[src/design/joystick_jog_position_control_core_defines.svh]
// assertion macros for the joystick jog position control core
`ifndef JOYSTICK_JOG_POSITION_CONTROL_CORE_DEFINES_SVH
`define JOYSTICK_JOG_POSITION_CONTROL_CORE_DEFINES_SVH

// property that must hold at every clock edge outside reset
`define JJPC_ASSERT(lbl, prop, msg) \
  lbl: assert property (@(posedge clk_i) disable iff (!rst_ni) (prop)) else $error(msg);

// antecedent in one cycle implies consequent in the next
`define JJPC_ASSERT_NEXT(lbl, ante, cons, msg) \
  lbl: assert property (@(posedge clk_i) disable iff (!rst_ni) (ante) |=> (cons)) \
    else $error(msg);

`endif

[src/design/jjpc_pkg.sv]
// shared types and constants for the joystick jog position control core
package jjpc_pkg;

  localparam int unsigned AdcW   = 10;
  localparam int unsigned PosW   = 8;
  localparam int unsigned CfgW   = 8;
  localparam int unsigned AddrW  = 5;
  localparam int unsigned DataW  = 32;
  localparam int unsigned NJoint = 4;

  typedef logic [AdcW-1:0] adc_t;
  typedef logic [PosW-1:0] pos_t;
  typedef logic [CfgW-1:0] cfg_reg_t;

  // register indexes, byte address is 4 times the index
  localparam logic [2:0] RegDebounceLimit = 3'd0;
  localparam logic [2:0] RegStepInterval  = 3'd1;
  localparam logic [2:0] RegHighThreshold = 3'd2;
  localparam logic [2:0] RegLowThreshold  = 3'd3;
  localparam logic [2:0] RegPositionMax   = 3'd4;
  localparam logic [2:0] RegPositionMin   = 3'd5;

  // register reset values
  localparam cfg_reg_t DebounceLimitRst = 8'd100;
  localparam cfg_reg_t StepIntervalRst  = 8'd20;
  localparam cfg_reg_t HighThresholdRst = 8'd200;
  localparam cfg_reg_t LowThresholdRst  = 8'd50;
  localparam cfg_reg_t PositionMaxRst   = 8'd240;
  localparam cfg_reg_t PositionMinRst   = 8'd10;

  localparam pos_t JointRst = 8'd125;

  // joint slots
  localparam int unsigned JointRotation = 0;
  localparam int unsigned JointArm      = 1;
  localparam int unsigned JointHand     = 2;
  localparam int unsigned JointForearm  = 3;

  typedef struct packed {
    cfg_reg_t debounce_limit;
    cfg_reg_t step_interval;
    cfg_reg_t high_threshold;
    cfg_reg_t low_threshold;
    cfg_reg_t position_max;
    cfg_reg_t position_min;
  } cfg_t;

endpackage

[src/design/jjpc_if.sv]
// item channels of the joystick jog position control core
interface jjpc_in_if;
  import jjpc_pkg::*;
  logic valid;
  logic ready;
  adc_t adc_sample;
  logic button_level;

  modport source (output valid, output adc_sample, output button_level, input ready);
  modport sink (input valid, input adc_sample, input button_level, output ready);
endinterface

interface jjpc_out_if;
  import jjpc_pkg::*;
  logic valid;
  logic ready;
  pos_t rotation_pos;
  pos_t arm_pos;
  pos_t hand_pos;
  pos_t forearm_pos;
  logic lower_mode;
  logic next_channel;
  logic step_taken;

  modport source (
    output valid, output rotation_pos, output arm_pos, output hand_pos,
    output forearm_pos, output lower_mode, output next_channel, output step_taken,
    input ready
  );
  modport sink (
    input valid, input rotation_pos, input arm_pos, input hand_pos,
    input forearm_pos, input lower_mode, input next_channel, input step_taken,
    output ready
  );
endinterface

[src/design/joystick_jog_position_control_core.sv]
// top level of the joystick jog position control core
// Each input item is one joystick conversion (10 bits, top 8 kept as the axis value of the
// current channel, which alternates x then y) plus the raw mode button level. A counting
// debouncer turns the button into a press pulse that toggles lower/upper mode. Every
// step_interval+1 items the x and y axes each jog one joint of the active mode by one
// (lower: rotation and arm, upper: hand and forearm) when above high_threshold or below
// low_threshold, clamped by position_max and position_min. Exactly one result item per
// input item. An item passes the input register and then the result register; the
// combinational update between them lets a new item be taken every clock while the output
// is not stalled, and the result register lets the next item enter while a result waits.
// Registers sit on an APB-style port at byte address 4*index and should be written only
// while the block is idle.
module joystick_jog_position_control_core (
  input  logic                         clk_i,
  input  logic                         rst_ni,
  input  logic                         psel,
  input  logic                         penable,
  input  logic                         pwrite,
  input  logic [jjpc_pkg::AddrW-1:0]   paddr,
  input  logic [jjpc_pkg::DataW-1:0]   pwdata,
  output logic [jjpc_pkg::DataW-1:0]   prdata,
  output logic                         pready,
  jjpc_in_if.sink                      in_i,
  jjpc_out_if.source                   out_o
);
  import jjpc_pkg::*;

`include "joystick_jog_position_control_core_defines.svh"

  // configuration registers
  cfg_t        cfg_q;
  logic        cfg_wr;
  logic [2:0]  cfg_idx;
  cfg_reg_t    cfg_rd;

  // input register
  logic        s1_valid_q;
  adc_t        s1_sample_q;
  logic        s1_level_q;
  logic        s1_adv;

  // block state
  pos_t                   x_q, y_q, x_d, y_d;
  logic                   chan_q, chan_d;
  logic                   mode_q, mode_d;
  logic [7:0]             item_q, item_d, item_inc;
  logic [7:0]             dbc_q, dbc_d, dbc_inc;
  logic                   stable_q, stable_d;
  logic                   pulse;
  logic                   step;
  logic [NJoint-1:0][PosW-1:0] joint_q, joint_d;
  pos_t                   sample8;

  // result register
  logic        out_valid_q;
  logic        step_out_q;

  // one-step jog of a joint: increment test first, then decrement on the updated value
  function automatic pos_t jog(input pos_t p, input pos_t axis, input cfg_t c);
    pos_t t;
    t = p;
    if (axis > c.high_threshold && t < c.position_max) t = t + 8'd1;
    if (axis < c.low_threshold && t > c.position_min) t = t - 8'd1;
    return t;
  endfunction

  // ---------------- configuration port ----------------
  assign pready  = 1'b1;
  assign cfg_idx = paddr[4:2];
  assign cfg_wr  = psel && penable && pwrite;

  always_ff @(posedge clk_i or negedge rst_ni) begin
    if (!rst_ni) begin
      cfg_q.debounce_limit <= DebounceLimitRst;
      cfg_q.step_interval  <= StepIntervalRst;
      cfg_q.high_threshold <= HighThresholdRst;
      cfg_q.low_threshold  <= LowThresholdRst;
      cfg_q.position_max   <= PositionMaxRst;
      cfg_q.position_min   <= PositionMinRst;
    end else if (cfg_wr) begin
      unique case (cfg_idx)
        RegDebounceLimit: cfg_q.debounce_limit <= pwdata[CfgW-1:0];
        RegStepInterval:  cfg_q.step_interval  <= pwdata[CfgW-1:0];
        RegHighThreshold: cfg_q.high_threshold <= pwdata[CfgW-1:0];
        RegLowThreshold:  cfg_q.low_threshold  <= pwdata[CfgW-1:0];
        RegPositionMax:   cfg_q.position_max   <= pwdata[CfgW-1:0];
        RegPositionMin:   cfg_q.position_min   <= pwdata[CfgW-1:0];
        default: ; // unmapped indexes are ignored
      endcase
    end
  end

  always_comb begin
    unique case (cfg_idx)
      RegDebounceLimit: cfg_rd = cfg_q.debounce_limit;
      RegStepInterval:  cfg_rd = cfg_q.step_interval;
      RegHighThreshold: cfg_rd = cfg_q.high_threshold;
      RegLowThreshold:  cfg_rd = cfg_q.low_threshold;
      RegPositionMax:   cfg_rd = cfg_q.position_max;
      RegPositionMin:   cfg_rd = cfg_q.position_min;
      default:          cfg_rd = '0;
    endcase
  end
  assign prdata = {{(DataW-CfgW){1'b0}}, cfg_rd};

  // ---------------- handshake ----------------
  // input stage moves on when the result register is empty or being drained
  assign s1_adv     = s1_valid_q && (!out_valid_q || out_o.ready);
  assign in_i.ready = !s1_valid_q || s1_adv;

  always_ff @(posedge clk_i or negedge rst_ni) begin
    if (!rst_ni) begin
      s1_valid_q <= 1'b0;
    end else if (in_i.ready) begin
      s1_valid_q <= in_i.valid;
    end
  end

  // payload needs no reset
  always_ff @(posedge clk_i) begin
    if (in_i.valid && in_i.ready) begin
      s1_sample_q <= in_i.adc_sample;
      s1_level_q  <= in_i.button_level;
    end
  end

  // ---------------- item update ----------------
  assign sample8 = s1_sample_q[AdcW-1 -: PosW];

  always_comb begin
    // channel store and flip
    x_d    = chan_q ? x_q : sample8;
    y_d    = chan_q ? sample8 : y_q;
    chan_d = ~chan_q;

    // debouncer, 8-bit count cleared at the limit or when the level matches the stable state
    dbc_inc  = dbc_q + 8'd1;
    stable_d = stable_q;
    pulse    = 1'b0;
    if (s1_level_q != stable_q) begin
      if (dbc_inc >= cfg_q.debounce_limit) begin
        stable_d = s1_level_q;
        pulse    = s1_level_q;
        dbc_d    = '0;
      end else begin
        dbc_d = dbc_inc;
      end
    end else begin
      dbc_d = '0;
    end

    // press toggles the mode before the step check sees it
    mode_d = mode_q ^ pulse;

    // step interval counter
    item_inc = item_q + 8'd1;
    step     = item_inc > cfg_q.step_interval;
    item_d   = step ? '0 : item_inc;

    // lower mode drives rotation/arm, upper mode hand/forearm; x on even slots, y on odd
    joint_d = joint_q;
    if (step) begin
      if (mode_d) begin
        joint_d[JointRotation] = jog(joint_q[JointRotation], x_d, cfg_q);
        joint_d[JointArm]      = jog(joint_q[JointArm], y_d, cfg_q);
      end else begin
        joint_d[JointHand]     = jog(joint_q[JointHand], x_d, cfg_q);
        joint_d[JointForearm]  = jog(joint_q[JointForearm], y_d, cfg_q);
      end
    end
  end

  always_ff @(posedge clk_i or negedge rst_ni) begin
    if (!rst_ni) begin
      x_q      <= '0;
      y_q      <= '0;
      chan_q   <= 1'b0;
      mode_q   <= 1'b1;
      item_q   <= '0;
      dbc_q    <= '0;
      stable_q <= 1'b0;
      joint_q  <= {NJoint{JointRst}};
    end else if (s1_adv) begin
      x_q      <= x_d;
      y_q      <= y_d;
      chan_q   <= chan_d;
      mode_q   <= mode_d;
      item_q   <= item_d;
      dbc_q    <= dbc_d;
      stable_q <= stable_d;
      joint_q  <= joint_d;
    end
  end

  // ---------------- result register ----------------
  always_ff @(posedge clk_i or negedge rst_ni) begin
    if (!rst_ni) begin
      out_valid_q <= 1'b0;
    end else if (s1_adv) begin
      out_valid_q <= 1'b1;
    end else if (out_o.ready) begin
      out_valid_q <= 1'b0;
    end
  end

  always_ff @(posedge clk_i) begin
    if (s1_adv) begin
      out_o.rotation_pos <= joint_d[JointRotation];
      out_o.arm_pos      <= joint_d[JointArm];
      out_o.hand_pos     <= joint_d[JointHand];
      out_o.forearm_pos  <= joint_d[JointForearm];
      out_o.lower_mode   <= mode_d;
      out_o.next_channel <= chan_d;
      step_out_q         <= step;
    end
  end

  assign out_o.valid      = out_valid_q;
  assign out_o.step_taken = step_out_q;

  // ---------------- assertions ----------------
  `JJPC_ASSERT(a_stall_only_when_full,
    in_i.ready || (s1_valid_q && out_valid_q && !out_o.ready),
    "input stalled while the result register can drain")
  `JJPC_ASSERT_NEXT(a_step_clears_counter, s1_adv && step,
    item_q == '0, "item counter not cleared after a step")
  `JJPC_ASSERT_NEXT(a_joints_hold, !s1_adv,
    $stable(joint_q), "joint positions changed without an item")
  `JJPC_ASSERT_NEXT(a_mode_hold, !s1_adv,
    $stable(mode_q) && $stable(chan_q), "mode or channel changed without an item")

endmodule
[src/flat_wrapper.sv]
// flat-port wrapper written by rule: the top's interface ports become plain ports
module joystick_jog_position_control_core_flat import jjpc_pkg::*;
  (clk_i, rst_ni, psel, penable, pwrite, paddr, pwdata, prdata, pready, in_i_valid, in_i_adc_sample, in_i_button_level, in_i_ready, out_o_valid, out_o_rotation_pos, out_o_arm_pos, out_o_hand_pos, out_o_forearm_pos, out_o_lower_mode, out_o_next_channel, out_o_step_taken, out_o_ready);
  jjpc_in_if in_i_i ();
  jjpc_out_if out_o_i ();
  input  logic clk_i;
  input  logic rst_ni;
  input  logic psel;
  input  logic penable;
  input  logic pwrite;
  input  logic [jjpc_pkg::AddrW-1:0] paddr;
  input  logic [jjpc_pkg::DataW-1:0] pwdata;
  output logic [jjpc_pkg::DataW-1:0] prdata;
  output logic pready;
  input wire logic [$bits(in_i_i.valid)-1:0] in_i_valid;
  input wire logic [$bits(in_i_i.adc_sample)-1:0] in_i_adc_sample;
  input wire logic [$bits(in_i_i.button_level)-1:0] in_i_button_level;
  output wire logic [$bits(in_i_i.ready)-1:0] in_i_ready;
  output wire logic [$bits(out_o_i.valid)-1:0] out_o_valid;
  output wire logic [$bits(out_o_i.rotation_pos)-1:0] out_o_rotation_pos;
  output wire logic [$bits(out_o_i.arm_pos)-1:0] out_o_arm_pos;
  output wire logic [$bits(out_o_i.hand_pos)-1:0] out_o_hand_pos;
  output wire logic [$bits(out_o_i.forearm_pos)-1:0] out_o_forearm_pos;
  output wire logic [$bits(out_o_i.lower_mode)-1:0] out_o_lower_mode;
  output wire logic [$bits(out_o_i.next_channel)-1:0] out_o_next_channel;
  output wire logic [$bits(out_o_i.step_taken)-1:0] out_o_step_taken;
  input wire logic [$bits(out_o_i.ready)-1:0] out_o_ready;
  assign in_i_i.valid = in_i_valid;
  assign in_i_i.adc_sample = in_i_adc_sample;
  assign in_i_i.button_level = in_i_button_level;
  assign in_i_ready = in_i_i.ready;
  assign out_o_valid = out_o_i.valid;
  assign out_o_rotation_pos = out_o_i.rotation_pos;
  assign out_o_arm_pos = out_o_i.arm_pos;
  assign out_o_hand_pos = out_o_i.hand_pos;
  assign out_o_forearm_pos = out_o_i.forearm_pos;
  assign out_o_lower_mode = out_o_i.lower_mode;
  assign out_o_next_channel = out_o_i.next_channel;
  assign out_o_step_taken = out_o_i.step_taken;
  assign out_o_i.ready = out_o_ready;
  joystick_jog_position_control_core u_core (.clk_i(clk_i), .rst_ni(rst_ni), .psel(psel), .penable(penable), .pwrite(pwrite), .paddr(paddr), .pwdata(pwdata), .prdata(prdata), .pready(pready), .in_i(in_i_i), .out_o(out_o_i));
endmodule
[config.mk]
export PLATFORM = sky130hd
export DESIGN_NAME = joystick_jog_position_control_core_flat
export DESIGN_NICKNAME = d
export VERILOG_FILES = /design/src/design/jjpc_pkg.sv /design/src/design/jjpc_if.sv /design/src/design/joystick_jog_position_control_core.sv /design/src/flat_wrapper.sv
export VERILOG_INCLUDE_DIRS = /design/src /design/src/design
export SDC_FILE = /design/constraint.sdc
export NUM_CORES = 1
export LEC_CHECK = 0
export BUFFER_PORTS_ARGS = -buffer_cell sky130_fd_sc_hd__buf_2
export CORE_ASPECT_RATIO = 2
export CORE_MARGIN = 8
export CORE_UTILIZATION = 30
export CTS_BUF_LIST = sky130_fd_sc_hd__clkbuf_16
export CTS_CLUSTER_SIZE = 40
export DETAILED_ROUTE_END_ITERATION = 8
export HOLD_SLACK_MARGIN = 0.06
export PLACE_DENSITY = 0.51
export SYNTH_ARGS = -nofsm -noshare
export SYNTH_HDL_FRONTEND = slang
export SYNTH_SLANG_ARGS = --single-unit
[constraint.sdc]
create_clock -name clk_i -period 6.8 [get_ports clk_i]
set_clock_uncertainty 0.1 [all_clocks]
set_input_delay 0.68 -clock clk_i [delete_from_list [all_inputs] [get_ports clk_i]]
set_output_delay 0.68 -clock clk_i [all_outputs]
set_load 0.02 [all_outputs]
==> impl_results.md <==
- Core area: 38700 um^2
- Synth Warn #: 0
- I/O pin total: 125
- Share of cells above drive strength 1: 0.213
- Design area: 13200 um^2
- R2r setup slk: 1.07 ns
- Fmax: 174 MHz
- RD Place Congestion: 0.862
- Cell with the most instances after synthesis: nand2_1
- Setup Fix Bufs, Post-CTS: 0
- FF-to-FF End: u_core.out_o.forearm_pos[4]$_DFFE_PP_
- #FFs+latches synth: 161
- Top post-synthesis cells by area: dfrtp_1, ha_1, edfxtp_1, dfstp_2, mux2_2
- Detail-routed via count per cell: between 5 and 6
- Rows: 102
- Final antenna-violating net count: 0
- Syn Inst Count: 1195
- Vias: between 9000 and 10000
- Worst Max-Slew Pin Slew: 1.02 ns
- Die area: 46100 um^2
- Core Util, Final: 0.341
- Pwr Total: 3.86 mW
- Slowest cell on crit path: dfrtp_1
- Largest net degree at the start of global routing: between 50 and 60
- Area delta synth->final: 12.2%
- CTS Hold Bufs: 1
- Pleak: a little under 6 nW
- HPWL after DPL: 27800 um
- Crit path DAT: 5.85 ns
- IO buf count: 71
- Remaining Overflow, GRT: 0
- Critical path required time: 6.91 ns
- MaxCap Viol Count: 0
- # fillers: 3942
- Final Hold Fails: 0
- CTS root buffer: clkbuf_16
- CTS Sinks: 161
- Final Max Tran Viols: 0
- Multi-input logic area: just under 7000 um^2
- Resized cells post-CTS: 0
- CP startpoint kind: register
- Top cell type by total area after synthesis: dfrtp_1
- Clock Latency Late Sink: 0.46 ns
- Peak fanout along the critical path: 17
- Starting density of the core: 0.304
- Shortest period the worst path allows: between 5 and 6 ns
- RSZ-0062 raised after global routing: no
- CP Capture Point: u_core.out_o.forearm_pos[4]$_DFFE_PP_
- Post-synth top cells: nand2_1, ha_1, mux2_2, inv_1, dfrtp_1
- Setup violation total in the final timing report: 0
- Post-synth EDFFs: 44
- Die W: 156 um
- Syn Area/Cell: 9.83 um^2
- Chip height: slightly below 300 um
- Slew HR: 0.317
- Worst r2r src: u_core.chan_q$_DFFE_PN0P_
- CTS tree: done
- Top_reg_cell synth: dfrtp_1
- Clock transition at the registers of the reported paths: 0.09 ns
- Starting DRT DRC Count: ~540
- First-pass GRT wire length: 54400 um
- Asr flop ratio synth: 0.727
- Inserted Diodes: 0
- Total Routing Usage GR: 0.157
- Crit path cell chain: mux2_2 -> ha_1 -> nand4_1 -> a21oi_1 -> o211ai_1 -> o21ai_0 -> nand2_1 -> ha_1 -> a21o_1 -> a21oi_1 -> o221a_2 -> nor4b_2 -> buf_4 -> and2_0 -> nand4_1 -> xnor2_1 -> mux2_2
- Status: completed
- Setup CP Type: register to register
- Post-synth cell types: 85
- Critical Path Start: u_core.chan_q$_DFFE_PN0P_
- Clock Tree Buf Depth: 2
- Register area: 4300 um^2
- CTS Buf Count: 17
- Fin Setup TNS: 0 ns
- # DRC: 0
- Final Cycle Share: 0.843
- DR WL/cell: 19.6 um
- Crit end category: register
- Peak supply drop: around 0.00017 V
- Net total in the final layout: 1427
- Aggregate routed wire length: 35000 um
- Area share of the largest cell type after synthesis: 0.160
- Worst hold slack: 0.288 ns
- H-tree levels: 4
- Dpl cell area: 12600 um^2
- Pwr Density: approximately 300 nW/um^2
- Number of global-route vias before repair: 9481
- CP max stage delay: 0.79 ns
- Initial antenna violation count: 0
- TritonRoute pass-1 iters: 4
- FF-to-FF path depth: 17
- Sequential share of the synthesized area: 0.366
- Cell Area, Synth: 11700 um^2
- Worst hold path class: input pin to register
[power by group]
part / internal, mW / leakage (nW) / total [mW] / switching [mW]
registers: 1.20 / 1.80 / 1.35 / 0.155
clock network: 0.493 / 0.287 / 0.980 / 0.486
logic: 0.600 / 3.78 / 1.53 / 0.927
[layout make-up]
class | count | share of cell area
clock buffer | 17 | 0.0323
clock inverter | 15 | 0.0123
tap | 520 | 0.0494
sequential | 161 | 0.327
multi-input combinational | 908 | 0.519
inverter | 78 | 0.0222
timing repair buffer | 90 | 0.0382
[worst min-delay path by stage]
stage,start,to,slack (ns),cells past startpoint
2_1_floorplan,rst_ni,u_core.cfg_q[0]$_DFFE_PN0P_,0.28,0
3_3_place_gp,u_core.y_q[0]$_DFFE_PN0P_,u_core.y_q[0]$_DFFE_PN0P_,0.37,2
3_5_place_dp,u_core.x_q[0]$_DFFE_PN0P_,u_core.x_q[0]$_DFFE_PN0P_,0.38,2
4_1_cts,in_i_button_level,u_core.s1_level_q$_DFFE_PP_,0.26,1
5_1_grt,in_i_button_level,u_core.s1_level_q$_DFFE_PP_,0.28,1
6_report,in_i_button_level,u_core.s1_level_q$_DFFE_PP_,0.29,1
[metrics by stage]
step	cells	setup WS, ns
CTS	1789	1.08
finish	1789	1.07
global placement	1756	1.15
floorplan	1218	1.68
global route	1789	0.654
detailed placement	1756	1.11
[critical path: cells and delay by family, from the launching register on]
| family | cells | cell delay [ns] |
|---|---|---|
| AOI/OAI and AO/OA | 6 | 1.53 |
| buffers and inverters | 1 | 0.19 |
| muxes | 2 | 0.73 |
| DFF | 1 | 0.79 |
| and+or+nand+nor | 5 | 1.28 |
| adders and majority gates | 2 | 0.70 |
| xor gates and xnor gates | 1 | 0.20 |
[routing by layer]
layer | share of wire | vias to the layer above | track usage
li1 | - | 4457 | -
met1 | 0.37 | 4467 | 0.154
met2 | 0.55 | 189 | 0.300
met3 | 0.027 | 73 | 0.0225
met4 | 0.054 | 0 | 0.0980
met5 | 0 | - | 0
[kinds of logic (layout without fill, tap and decap cells)]
| logic type | Yosys count | count (layout) | share of synthesized area |
|---|---|---|---|
| buf+inv | 149 | 200 | 0.0599 |
| simple gates | 339 | 339 | 0.144 |
| other cells | 2 | 25 | 0.000639 |
| flops | 161 | 161 | 0.366 |
| mux | 106 | 106 | 0.102 |
| fa+ha+maj | 116 | 116 | 0.124 |
| compound gates | 247 | 247 | 0.148 |
| xor+xnor | 75 | 75 | 0.0559 |
[registers in the layout (all words and copies together), names as in the netlist, 8 cells and up]
signal and flops:
u_core.out_o.hand_pos 8, u_core.out_o.arm_pos 8, u_core.out_o.rotation_pos 8, u_core.item_q 8, u_core.cfg_q 48, u_core.joint_q 32, u_core.dbc_q 8, u_core.out_o.forearm_pos 8
u_core.s1_sample_q 8, u_core.y_q 8, u_core.x_q 8
[layout by cell type (no fill, tap or decap), types with 31 or more instances in the layout]
| master | count |
|---|---|
| inv_1 | 77 |
| nand4_1 | 35 |
| dfstp_2 | 42 |
| xor2_1 | 34 |
| a21oi_1 | 37 |
| ha_1 | 116 |
| mux2_2 | 78 |
| o21ai_0 | 70 |
| buf_2 | 70 |
| nand3_1 | 31 |
| nor2_1 | 54 |
| dfrtp_1 | 75 |
| xnor2_1 | 41 |
| nand2_1 | 123 |
| edfxtp_1 | 44 |
No activity file was read; power rests on OpenSTA's default activity.
